==> src/rtl/core/rog_pkg.sv <==
// Shared types and constants for the rectangle occupancy grid.
// Item structs, op and status codes, register indexes and divider handshake types.
// No dependencies.
`timescale 1ns / 1ps
`default_nettype none

package rog_pkg;

    localparam int DIV_W     = 32;
    localparam int CFG_IDX_W = 1;

    localparam logic [1:0] OP_CLEAR = 2'd0;
    localparam logic [1:0] OP_ADD   = 2'd1;
    localparam logic [1:0] OP_QUERY = 2'd2;

    localparam logic [1:0] ST_OK      = 2'd0;
    localparam logic [1:0] ST_FULL    = 2'd1;
    localparam logic [1:0] ST_NO_UNIT = 2'd2;
    localparam logic [1:0] ST_RANGE   = 2'd3;

    localparam logic [CFG_IDX_W-1:0] REG_CHIP_WIDTH  = 1'b0;
    localparam logic [CFG_IDX_W-1:0] REG_CHIP_HEIGHT = 1'b1;

    localparam logic [31:0] CHIP_W_RESET = 32'd262144;
    localparam logic [31:0] CHIP_H_RESET = 32'd196608;

    // floor(x / 10) == (x * DIV10_MAGIC) >> DIV10_SHIFT for any 32-bit x
    localparam logic [31:0] DIV10_MAGIC = 32'hCCCC_CCCD;
    localparam int          DIV10_SHIFT = 35;

    typedef struct packed {
        logic [1:0]         op;
        logic signed [31:0] rect_x;
        logic signed [31:0] rect_y;
        logic [30:0]        rect_width;
        logic [30:0]        rect_height;
        logic [15:0]        grid_col;
        logic [15:0]        grid_row;
    } t_in_item;

    typedef struct packed {
        logic [1:0]  status;
        logic        occupied;
        logic [31:0] cell_x;
        logic [31:0] cell_y;
        logic [31:0] unit_length;
        logic [15:0] grid_columns;
        logic [15:0] grid_rows;
    } t_out_item;

    typedef struct packed {
        logic             start;
        logic [DIV_W-1:0] dividend;
        logic [DIV_W-1:0] divisor;
    } t_div_req;

    typedef struct packed {
        logic             done;
        logic [DIV_W-1:0] quotient;
    } t_div_rsp;

endpackage

`default_nettype wire

==> src/rtl/core/rog_div.sv <==
// Radix-2 restoring divider, one quotient bit per cycle.
// Uses rog_pkg for the request and response structs.
`timescale 1ns / 1ps
`default_nettype none

module rog_div (
    input  logic              i_clk,
    input  logic              i_rst_n,
    input  rog_pkg::t_div_req i_req,
    output rog_pkg::t_div_rsp o_rsp
);

    localparam int W     = rog_pkg::DIV_W;
    localparam int CNT_W = $clog2(W);
    localparam logic [CNT_W-1:0] CNT_LAST = CNT_W'(W - 1);

    logic [W-1:0]     r_q;
    logic [W-1:0]     r_rem;
    logic [W-1:0]     r_d;
    logic [CNT_W-1:0] r_cnt;
    logic             r_busy;
    logic             r_done;

    logic [W:0]   rem_sh;
    logic         ge;
    logic [W-1:0] n_rem;

    assign rem_sh = {r_rem, r_q[W-1]};
    assign ge     = (rem_sh >= {1'b0, r_d});
    assign n_rem  = ge ? W'(rem_sh - {1'b0, r_d}) : W'(rem_sh);

    always_ff @(posedge i_clk) begin
        if (!i_rst_n) begin
            r_busy <= 1'b0;
            r_done <= 1'b0;
            r_cnt  <= '0;
        end else begin
            r_done <= 1'b0;
            if (i_req.start) begin
                r_busy <= 1'b1;
                r_cnt  <= '0;
            end else if (r_busy) begin
                r_cnt <= r_cnt + 1'b1;
                if (r_cnt == CNT_LAST) begin
                    r_busy <= 1'b0;
                    r_done <= 1'b1;
                end
            end
        end
    end

    always_ff @(posedge i_clk) begin
        if (i_req.start) begin
            r_q   <= i_req.dividend;
            r_rem <= '0;
            r_d   <= i_req.divisor;
        end else if (r_busy) begin
            r_q   <= {r_q[W-2:0], ge};
            r_rem <= n_rem;
        end
    end

    assign o_rsp.done     = r_done;
    assign o_rsp.quotient = r_q;

endmodule

`default_nettype wire

==> config.mk <==
export PLATFORM = sky130hd
export DESIGN_NAME = rog_div
export DESIGN_NICKNAME = d
export VERILOG_FILES = /design/src/rtl/core/rog_pkg.sv /design/src/rtl/core/rog_div.sv
export SDC_FILE = /design/constraint.sdc
export NUM_CORES = 1
export LEC_CHECK = 0
export BUFFER_PORTS_ARGS = -buffer_cell sky130_fd_sc_hd__buf_2
export CORE_MARGIN = 2
export CORE_UTILIZATION = 40
export CTS_BUF_LIST = sky130_fd_sc_hd__clkbuf_2 sky130_fd_sc_hd__clkbuf_4 sky130_fd_sc_hd__clkbuf_8
export CTS_CLUSTER_DIAMETER = 100
export CTS_CLUSTER_SIZE = 25
export DETAILED_ROUTE_END_ITERATION = 8
export SYNTH_ARGS = -nofsm -noshare
export SYNTH_HDL_FRONTEND = slang
export SYNTH_SLANG_ARGS = --single-unit
==> constraint.sdc <==
create_clock -name i_clk -period 3.9 [get_ports i_clk]
set_input_delay 0.195 -clock i_clk [delete_from_list [all_inputs] [get_ports i_clk]]
set_output_delay 0.195 -clock i_clk [all_outputs]
set_load 0.05 [all_outputs]
==> results of run 1 <==
[placed cells by master, fill, tap and decap left out, drive strengths merged, types with 16 or more instances in the layout]
master and count:
buf 105, mux2 33, nand2 41, inv 48, xnor2 16, a21oi 29
mux2i 27, o21ai 25, dlygate4sd3 33, edfxtp 64, ha 34, nor2 42
dfxtp 39, a211oi 21
[metal layers]
metal	vias to the layer above	part of all wire [%]	global-route usage, %
met5	-	0	0
met4	0	1.4	4.91
met3	15	5.2	4.55
met2	118	45	26.2
met1	2118	48	22.1
li1	2332	-	-
[flip-flops by register name (all words and copies together) (netlist names)]
name    count
r_d        32
r_cnt       5
r_busy      1
r_rem      32
r_q        32
r_done      1
[worst min-delay path by stage]
stage	end	slack [ps]	depth (start not counted)
after floorplan	r_d[0]$_DFFE_PP_	290	0
after global placement	r_d[12]$_DFFE_PP_	370	1
after detailed placement	r_d[3]$_DFFE_PP_	370	1
after CTS	r_q[21]$_DFFE_PP_	60	2
after global routing	r_q[15]$_DFFE_PP_	70	2
final	r_q[10]$_DFFE_PP_	90	2
[critical path: cells and delay by family, from the launching register on]
kind                     cells  cell delay [ps]
multiplexers                 1              230
buffers and inverters        2              420
AND/OR/NAND/NOR              1              130
adder cells (fa/ha/maj)      1              360
flip-flops                   1              360
AO/OA/AOI/OAI                7             1520
[cell type report]
type	count	area share, %
Sequential cell	103	37.9
Clock buffer	9	1.74
Multi-Input combinational cell	398	41.5
Tap cell	184	3.23
Timing Repair Buffer	138	12.3
Inverter	44	2.32
Clock inverter	7	1.02
[through the flow]
step / hold slack [ps] / cells / worst slack (ps) / util [%] / cell area (sq um)
2_1_floorplan: 294 / 576 / 930 / - / 5980
3_3_place_gp: 371 / 834 / 828 / 45.2 / 6600
3_5_place_dp: 373 / 834 / 742 / 45.2 / 6600
4_1_cts: 60.9 / 883 / 700 / 48.8 / 7120
5_1_grt: 66.9 / 883 / 456 / 48.8 / 7120
6_report: 87.6 / 883 / 720 / 48.8 / 7120
[what timing repair did]
action,CTS,global route
hold endpoints to repair,33,0
hold buffers,33,0
setup endpoints to repair,0,0
[report_power, final]
group          internal (mW)  switching [mW]  total (mW)
sequential              1.26          0.0484        1.30
combinational          0.298           0.465       0.762
clock                  0.253           0.423       0.676
total                   1.81           0.936        2.74
[cells by family (layout without fill, tap and decap cells)]
group / Yosys count / after routing
compound gates: 141 / 141
simple gates: 131 / 131
flops: 103 / 103
buf+inv: 75 / 198
mux: 60 / 60
fa+ha+maj: 35 / 35
xor+xnor: 31 / 31
==> results.py, run 1 <==
metrics = {
    "outcome": {
        "outcome": "finished clean",
    },
    "setup_path": {
        "worstPathArrival_ps": 3430,
        "critPathSlowestCell": "o211ai_4",
        "reg2reg_from": "r_d[3]$_DFFE_PP_",
        "critical_path.startpoint": "r_d[3]$_DFFE_PP_",
        "path_cells": "inv_1, ha_1, nand3_1, o21bai_4, a21boi_2, o311ai_2, a31o_4, o2bb2ai_2, o211ai_4, buf_4, mux2i_1, a211oi_1",
        "path_max_fanout": 18,
        "critPathCapture": "r_rem[22]$_SDFFE_PP0P_",
        "max_stage_delay_ps": 410,
        "r2r_end": "r_rem[22]$_SDFFE_PP0P_",
        "r2r_slack_ps": 720,
        "path_class": "reg -> reg",
        "cp-start-kind": "flop",
        "rr_worst_depth": 12,
        "end_kind": "flop",
        "worst_ep_required_time_ps": 4150,
    },
    "grt": {
        "grt_usage_pct": 16.5,
        "grt_max_degree": 65,
        "grt_pass1_vias": 4486,
        "grt_pass1_wl_microns": 21500,
        "gr-total-overflow": 0,
        "antenna_found_initial": 0,
    },
    "timing": {
        "worstMarginPinSlew_ps": 757,
        "fin_setup_tns_ps": 0,
        "hold_violations": 0,
        "slew_viol_final": 0,
        "setup-violations-final": 0,
        "relSlewSlack_pct": 49.5,
        "finalCritPeriodShare_pct": 81.5,
        "rsz0062_at_grt": "false",
        "max_clock_freq_mhz": 314,
        "min_period_ps": 3180,
        "fin_worst_skew_ps": 14.9,
    },
    "placement": {
        "portBuffers": 99,
        "dp_hpwl_microns": 9530,
        "gp_congestion": 0.904,
    },
    "drt": {
        "wirelength_microns": 12800,
        "vias": 4583,
        "vias_per_cell": 5.19,
        "drtIter0Drc": 220,
        "post_drt_wl_per_cell_microns": 14.5,
        "drc": 0,
        "firstDrtPassIters": 5,
        "detail-route-antenna-nets": 0,
    },
    "floorplan": {
        "fp.coreArea_sq_mm": 0.0146,
        "die_area_sq_mm": 0.0159,
        "start_util_pct": 41.0,
        "die_w_microns": 126,
        "io_pins": 100,
        "die_h_microns": 126,
        "rows": 44,
    },
    "power_and_ir_drop": {
        "peakVddDrop_mv": 0.277,
        "power_mw": 2.74,
        "p_leak_nw": 3.00,
        "p_per_area_mw_per_mm2": 385,
    },
    "yosys": {
        "synth_compound_area_share_pct": 16.6,
        "yosysMostFrequentCell": "edfxtp_1",
        "ys_ff_latch": 103,
        "syn_inst": 576,
        "synth_top_family_by_area": "compound AO/OA/AOI/OAI gates",
        "yosysTopAreaCell": "edfxtp_1",
        "synth.avg_cell_area_sq_um": 10.4,
        "yosys-top-cells-area": "edfxtp_1, dfxtp_1, ha_1, mux2_2, mux2i_1",
        "netlist.area_leader.share_pct": 32.1,
        "synth_edf_count": 64,
        "synth-async-reset-ratio_pct": 0,
        "syn-cell-area_sq_mm": 0.00598,
        "synth-adder-area-share_pct": 7.45,
        "yosys-mux-area-fraction_pct": 10.7,
        "ys_seq_area_share_pct": 45.2,
        "yosysUniqueCellTypes": 59,
        "synth_nets": 678,
        "synthXorXnorAreaFrac_pct": 4.54,
        "yosys_warnings": 0,
        "yosys.area_share.simple_pct": 10.1,
        "ys_top_cells_by_count": "edfxtp_1, inv_1, nor2_1, nand2_1, dfxtp_1",
        "synth_ff_type": "edfxtp_1",
    },
    "finish": {
        "area_growth_pct": 19.1,
        "multiInputGateArea_sq_mm": 0.00295,
        "antenna_cells": 0,
        "seqCellArea_sq_mm": 0.00270,
        "finalNetCount": 796,
        "fillerInstances": 1364,
        "final_layout_size_suffix_gt1_share_pct": 23.2,
    },
    "clock_network": {
        "insertion_delay_ps": 400,
        "post_cts_buffers": 0,
        "numClockSinks": 103,
        "cts.repair.resized": 0,
        "cts_root_buffer": "clkbuf_8",
        "cts_tree": "built",
        "h-tree-depth": 3,
        "cts_made_buffers": 9,
        "clk_pin_slew_ps": 110,
        "clockBufferDepth": 2,
    },
    "worst_hold_path": {
        "hp-start": "i_req[42]",
        "hp-class": "in -> reg",
    },
    "flow_run": {
        "cap_violations": 0,
    },
}
(Power assumes the default switching activity.)
==> run 2: changes to the inputs <==
--- a/config.mk
+++ b/config.mk
@@ -5,6 +5,7 @@
 export SDC_FILE = /design/constraint.sdc
 export NUM_CORES = 1
 export LEC_CHECK = 0
+export ABC_AREA = 1
 export BUFFER_PORTS_ARGS = -buffer_cell sky130_fd_sc_hd__buf_2
 export CORE_MARGIN = 2
 export CORE_UTILIZATION = 40
==> constraint.sdc (replaced) <==
create_clock -name i_clk -period 3 [get_ports i_clk]
set_input_delay 0.15 -clock i_clk [delete_from_list [all_inputs] [get_ports i_clk]]
set_output_delay 0.15 -clock i_clk [all_outputs]
set_load 0.05 [all_outputs]
==> run 2 against run 1 <==
Routed wire length increased by 41%. Utilization up 1.5 points. Non-clock buffer count grew 31. Combinational power down 16%. Sequential cell count stayed put. Critical path type unchanged. Critical endpoint is now r_rem[27]$_SDFFE_PP0P_.
==> results.py, run 2 <==
metrics = {
    "outcome": {
        "outcome": "finished clean",
    },
    "power_and_ir_drop": {
        "p_per_area_mw_per_mm2": 384,
        "p_leak_nw": 4.50,
        "peakVddDrop_mv": 0.235,
    },
    "finish": {
        "final_area_sq_mm": 0.00840,
        "layout.cells.non_filler": 1370,
        "final_common_cell": "nand2_1",
        "final_layout_size_suffix_gt1_share_pct": 13.7,
        "finalNetCount": 1247,
        "antenna_cells": 0,
        "final_cell_mix": "nand2_1, inv_1, buf_2, nand3_1, edfxtp_1",
        "fin_util_pct": 50.3,
        "reg_top3": "r_d x32, r_q x32, r_rem x32",
        "area_growth_pct": 22.4,
    },
    "drt": {
        "detail-route-antenna-nets": 0,
        "post_drt_wl_per_cell_microns": 13.2,
        "wirelength_microns": 18100,
        "drc": 0,
        "drtIter0Drc": 360,
        "firstDrtPassIters": 5,
        "vias": 6333,
        "vias_per_cell": 4.62,
    },
    "setup_path": {
        "critical_path.startpoint": "r_d[20]$_DFFE_PP_",
        "reg2reg_from": "r_d[20]$_DFFE_PP_",
        "path_max_fanout": 18,
        "worst_ep_required_time_ps": 3290,
        "rr_worst_depth": 17,
        "end_kind": "flop",
        "path_class": "reg -> reg",
        "worstPathArrival_ps": 2720,
        "cp-start-kind": "flop",
    },
    "grt": {
        "grt_max_degree": 45,
        "grt_pass1_vias": 6020,
        "grt_pass1_wl_microns": 29300,
        "gr-total-overflow": 0,
        "grt_usage_pct": 20.3,
        "antenna_found_initial": 0,
    },
    "yosys": {
        "netlist.area_leader.share_pct": 28.0,
        "syn-cell-area_sq_mm": 0.00686,
        "yosys-top-cells-area": "edfxtp_1, nand2_1, dfxtp_1, inv_1, ha_1",
        "yosysUniqueCellTypes": 38,
        "synth_ff_type": "edfxtp_1",
        "synth-async-reset-ratio_pct": 0,
        "synth.avg_cell_area_sq_um": 6.94,
        "syn_inst": 988,
        "ys_ff_latch": 103,
        "yosysTopAreaCell": "edfxtp_1",
        "synth_edf_count": 64,
        "yosysMostFrequentCell": "nand2_1",
        "synth_nets": 1090,
        "ys_seq_area_share_pct": 39.4,
        "yosys_warnings": 0,
        "ys_top_cells_by_count": "nand2_1, inv_1, nand3_1, edfxtp_1, nor2_1",
    },
    "flow_run": {
        "cap_violations": 0,
    },
    "clock_network": {
        "cts_made_buffers": 9,
        "insertion_delay_ps": 410,
        "numClockSinks": 103,
        "h-tree-depth": 3,
        "cts_tree": "built",
        "post_cts_buffers": 0,
        "clk_pin_slew_ps": 120,
        "clockBufferDepth": 2,
        "cts_root_buffer": "clkbuf_8",
    },
    "floorplan": {
        "start_util_pct": 41.1,
        "io_pins": 100,
        "rows": 47,
        "die_area_sq_mm": 0.0182,
        "die_w_microns": 135,
        "die_h_microns": 135,
        "fp.coreArea_sq_mm": 0.0167,
    },
    "placement": {
        "portBuffers": 99,
        "dpl_cell_area_sq_mm": 0.00756,
        "gp_congestion": 0.931,
        "dp_hpwl_microns": 13500,
        "dp.cells": 1292,
    },
    "timing": {
        "finalCritPeriodShare_pct": 80.7,
        "max_clock_freq_mhz": 413,
        "fin_worst_skew_ps": 24.7,
        "hold_violations": 0,
        "relSlewSlack_pct": 61.9,
        "min_period_ps": 2420,
        "fin_setup_tns_ps": 0,
        "rsz0062_at_grt": "false",
        "slew_viol_final": 0,
        "setup-violations-final": 0,
        "worstMarginPinSlew_ps": 571,
    },
    "worst_hold_path": {
        "hold_path_depth": 3,
        "hp-start": "i_req[62]",
        "hp-class": "in -> reg",
    },
}
## run 2: cell count changes after synthesis, sizes merged, moves of 20 or more
cell,before,now
mux2i,27,0
inv,44,178
nand3,11,82
a211oi,21,1
nand2,41,412
mux2,33,0
## run 2: power breakdown
group	switching [mW]	internal, mW
combinational	0.429	0.214
sequential	0.0365	1.60
clock	0.595	0.345
## run 2: metal layers
metal  up-vias  global-route usage, %  routed length, microns
met4         0                   4.69                     214
met3        15                   3.72                     668
li1       3374                      -                       -
met2       116                   34.2                    8490
met1      2828                   27.2                    8680
met5         -                      0                       0
## run 2: area by class of cell
cell class | instances | area [sq um]
fillers | 1729 | 8300
flip-flops and latches | 103 | 2700
clock buffers | 9 | 124
multi-input cells | 678 | 3340
clock inverters | 7 | 93.8
inverters | 184 | 691
repair buffers | 169 | 1180
well taps | 220 | 275
## run 2: worst max-delay path, cell delays in order, from the launching register on
cell	delay, ps
edfxtp_1	350
inv_1	50
ha_1	360
nand2_2	170
inv_2	40
nand2_1	80
nand2_1	80
nand2_1	60
nand2_1	60
nand2_1	80
nand2_2	80
nor2_8	250
buf_4	310
nand3_1	110
nand2_1	90
clkinv_1	60
nand2_1	50
nand2_1	40
## run 2: logic make-up (layout without fill, tap and decap cells)
logic type / Yosys count / in the layout / synth area share (%)
AOI/OAI and AO/OA: 50 / 50 / 3.90
xor gates and xnor gates: 14 / 14 / 1.79
adders and majority gates: 35 / 35 / 6.49
buffers and inverters: 207 / 369 / 12.0
DFF: 103 / 103 / 39.4
and+or+nand+nor: 579 / 579 / 36.4
## run 2: worst paths after layout
kind | end | slack, ps
setup / recovery | r_rem[27]$_SDFFE_PP0P_ | 580
setup reg to reg | r_rem[27]$_SDFFE_PP0P_ | 580
hold reg to reg | r_cnt[3]$_SDFFE_PP0P_ | 460
hold / removal | r_q[30]$_DFFE_PP_ | 30
## run 2: per-stage QoR
| step | power, mW | hold WS [ps] | setup slack, ps |
|---|---|---|---|
| after global placement | 2.25 | 327 | 602 |
| after detailed placement | 2.25 | 328 | 592 |
| after global routing | 3.38 | 25.1 | 290 |
| after CTS | 3.27 | 15.3 | 554 |
| final | 3.22 | 31.6 | 578 |
| after floorplan | 2.08 | 249 | 660 |
## run 2: timing repair
action,CTS,global route
endpoints found under the setup margin,0,0
hold endpoints to repair,63,0
hold buffers,62,0
resized for setup,0,0
==> run 3: changes to the inputs <==
==> constraint.sdc (replaced) <==
create_clock -name i_clk -period 2.2 [get_ports i_clk]
set_input_delay 0.11 -clock i_clk [delete_from_list [all_inputs] [get_ports i_clk]]
set_output_delay 0.11 -clock i_clk [all_outputs]
set_load 0.05 [all_outputs]
==> run 3 against run 2 <==
Final area up 12%. Count of clock-buffer cells in the layout is the same. Register-to-register slack worse by 480 ps. Non-clock buffer count increased by 38. Maximum frequency increased by 15%. Combinational power grew 59%. Clock power increased by 38%. Sequential cell count unchanged. Die area did not move. Largest power group unchanged. Final cell count increased by 2.8%.
==> results.py, run 3 (synthesis results as in run 2) <==
metrics = {
    "placement": {
        "dp.cells": 1311,
        "gp_congestion": 0.961,
        "dp_hpwl_microns": 14100,
        "place_worst_setup_slack_ps": -8.53,
        "portBuffers": 99,
    },
    "finish": {
        "reg_top3": "r_d x32, r_q x32, r_rem x32",
        "finalNetCount": 1285,
        "final_common_cell": "nand2_1",
        "layout.cells.non_filler": 1408,
        "antenna_cells": 0,
        "final_cell_mix": "nand2_1, inv_1, buf_2, nand3_1",
        "area_growth_pct": 36.9,
        "final_layout_size_suffix_gt1_share_pct": 22.5,
        "fin_util_pct": 56.2,
    },
    "setup_path": {
        "critical_path.most_common_cell": "nand2_1",
        "worst_ep_required_time_ps": 2510,
        "r2r_slack_ps": 100,
        "path_max_fanout": 5,
        "reg2reg_from": "r_d[0]$_DFFE_PP_",
        "cp-start-kind": "flop",
        "path_class": "reg -> reg",
        "critPathSlowestCell": "edfxtp_1",
        "rr_worst_depth": 14,
        "end_kind": "flop",
        "r2r_end": "r_rem[24]$_SDFFE_PP0P_",
        "max_stage_delay_ps": 440,
        "path_cells": "ha_4, fa_2, inv_2, nand3_2, nand3_4, nand2_1, nand2_2, nand2_1, nand3_1, nand2_1, nand2_1, nand2_1, nand3_1, nand2_1",
        "worstPathArrival_ps": 2410,
    },
    "drt": {
        "drc": 0,
        "vias_per_cell": 4.71,
        "drtIter0Drc": 369,
        "post_drt_wl_per_cell_microns": 13.8,
        "firstDrtPassIters": 5,
        "vias": 6633,
        "detail-route-antenna-nets": 0,
        "wirelength_microns": 19500,
    },
    "timing": {
        "fin_worst_skew_ps": 17.9,
        "relSlewSlack_pct": 66.1,
        "min_period_ps": 2100,
        "finalCritPeriodShare_pct": 95.4,
        "max_clock_freq_mhz": 477,
        "setup-violations-final": 0,
        "slew_viol_final": 0,
        "worstMarginPinSlew_ps": 508,
        "fin_setup_tns_ps": 0,
        "fin_ws_ps": 102,
        "hold_violations": 0,
        "rsz0062_at_grt": "true",
    },
    "power_and_ir_drop": {
        "peakVddDrop_mv": 0.387,
        "p_per_area_mw_per_mm2": 485,
        "power_mw": 4.56,
        "p_leak_nw": 4.77,
    },
    "floorplan": {
        "die_w_microns": 135,
        "die_h_microns": 135,
        "die_area_sq_mm": 0.0182,
        "fp.coreArea_sq_mm": 0.0167,
        "rows": 47,
        "start_util_pct": 41.1,
        "io_pins": 100,
    },
    "worst_hold_path": {
        "worstHoldEndpoint": "r_d[1]$_DFFE_PP_",
        "hp-start": "i_req[64]",
        "hp-class": "in -> reg",
        "hold_path_depth": 1,
    },
    "grt": {
        "antenna_found_initial": 0,
        "gr-total-overflow": 0,
        "grt_max_degree": 38,
        "grt_pass1_wl_microns": 30600,
        "grt_usage_pct": 21.2,
        "grt_pass1_vias": 6277,
    },
    "flow_run": {
        "cap_violations": 0,
    },
    "clock_network": {
        "insertion_delay_ps": 420,
        "clockBufferDepth": 2,
        "h-tree-depth": 3,
        "cts_made_buffers": 9,
        "numClockSinks": 103,
        "cts_tree": "built",
        "cts_root_buffer": "clkbuf_8",
        "clk_pin_slew_ps": 130,
    },
    "outcome": {
        "outcome": "finished clean",
    },
}
run 3: worst max-delay path by stage:
stage / start / end / slack, ps / cells past startpoint
3_3_place_gp: r_d[17]$_DFFE_PP_ / r_rem[26]$_SDFFE_PP0P_ / -40 / 14
5_1_grt: r_d[22]$_DFFE_PP_ / r_rem[25]$_SDFFE_PP0P_ / -30 / 16
2_1_floorplan: r_q[31]$_DFFE_PP_ / r_rem[30]$_SDFFE_PP0P_ / 10 / 15
3_5_place_dp: r_d[17]$_DFFE_PP_ / r_rem[26]$_SDFFE_PP0P_ / -9 / 14
6_report: r_d[0]$_DFFE_PP_ / r_rem[24]$_SDFFE_PP0P_ / 100 / 14
4_1_cts: r_d[20]$_DFFE_PP_ / r_rem[24]$_SDFFE_PP0P_ / 4 / 16
run 3: through the flow:
step                      cell area, sq um  hold slack [ps]
after floorplan                       6870              209
after global placement                7780              287
after detailed placement              7780              288
after CTS                             8670             7.43
after global routing                  9390             11.4
final                                 9390             22.2
run 3: layer usage:
metal	track usage (%)	share of wire [%]	up-vias
li1	-	-	3450
met1	28.3	46	3023
met2	35.8	48	136
met3	3.27	4.0	24
met4	5.90	2.2	0
met5	0	0	-
run 3: area by class of cell:
type                       count  area (sq um)
clock inverter                 7           101
timing repair buffer         207          1610
clock buffer                   9           124
sequential                   103          2700
fill                        1600          7310
inverter                     184           691
tap                          220           275
multi-input combinational    678          3890
run 3: what timing repair did:
| action | in CTS | in global routing |
|---|---|---|
| hold buffers | 64 | 0 |
| pin swaps | 1 | 19 |
| buffers inserted | 2 | 12 |
| gates cloned | 0 | 3 |
| endpoints found under the hold margin | 65 | 0 |
| resized for setup | 2 | 101 |
| endpoints found under the setup margin | 5 | 33 |
run 3: worst max-delay path: cells and delay by family, from the launching register on:
kind,cells,cell delay (ps)
buffers and inverters,1,80
AND/OR/NAND/NOR,11,900
flip-flops,1,440
adder cells (fa/ha/maj),2,570
run 3: power breakdown:
group | internal (mW) | switching, mW
clock network | 0.476 | 0.827
logic | 0.377 | 0.639
registers | 2.18 | 0.0523
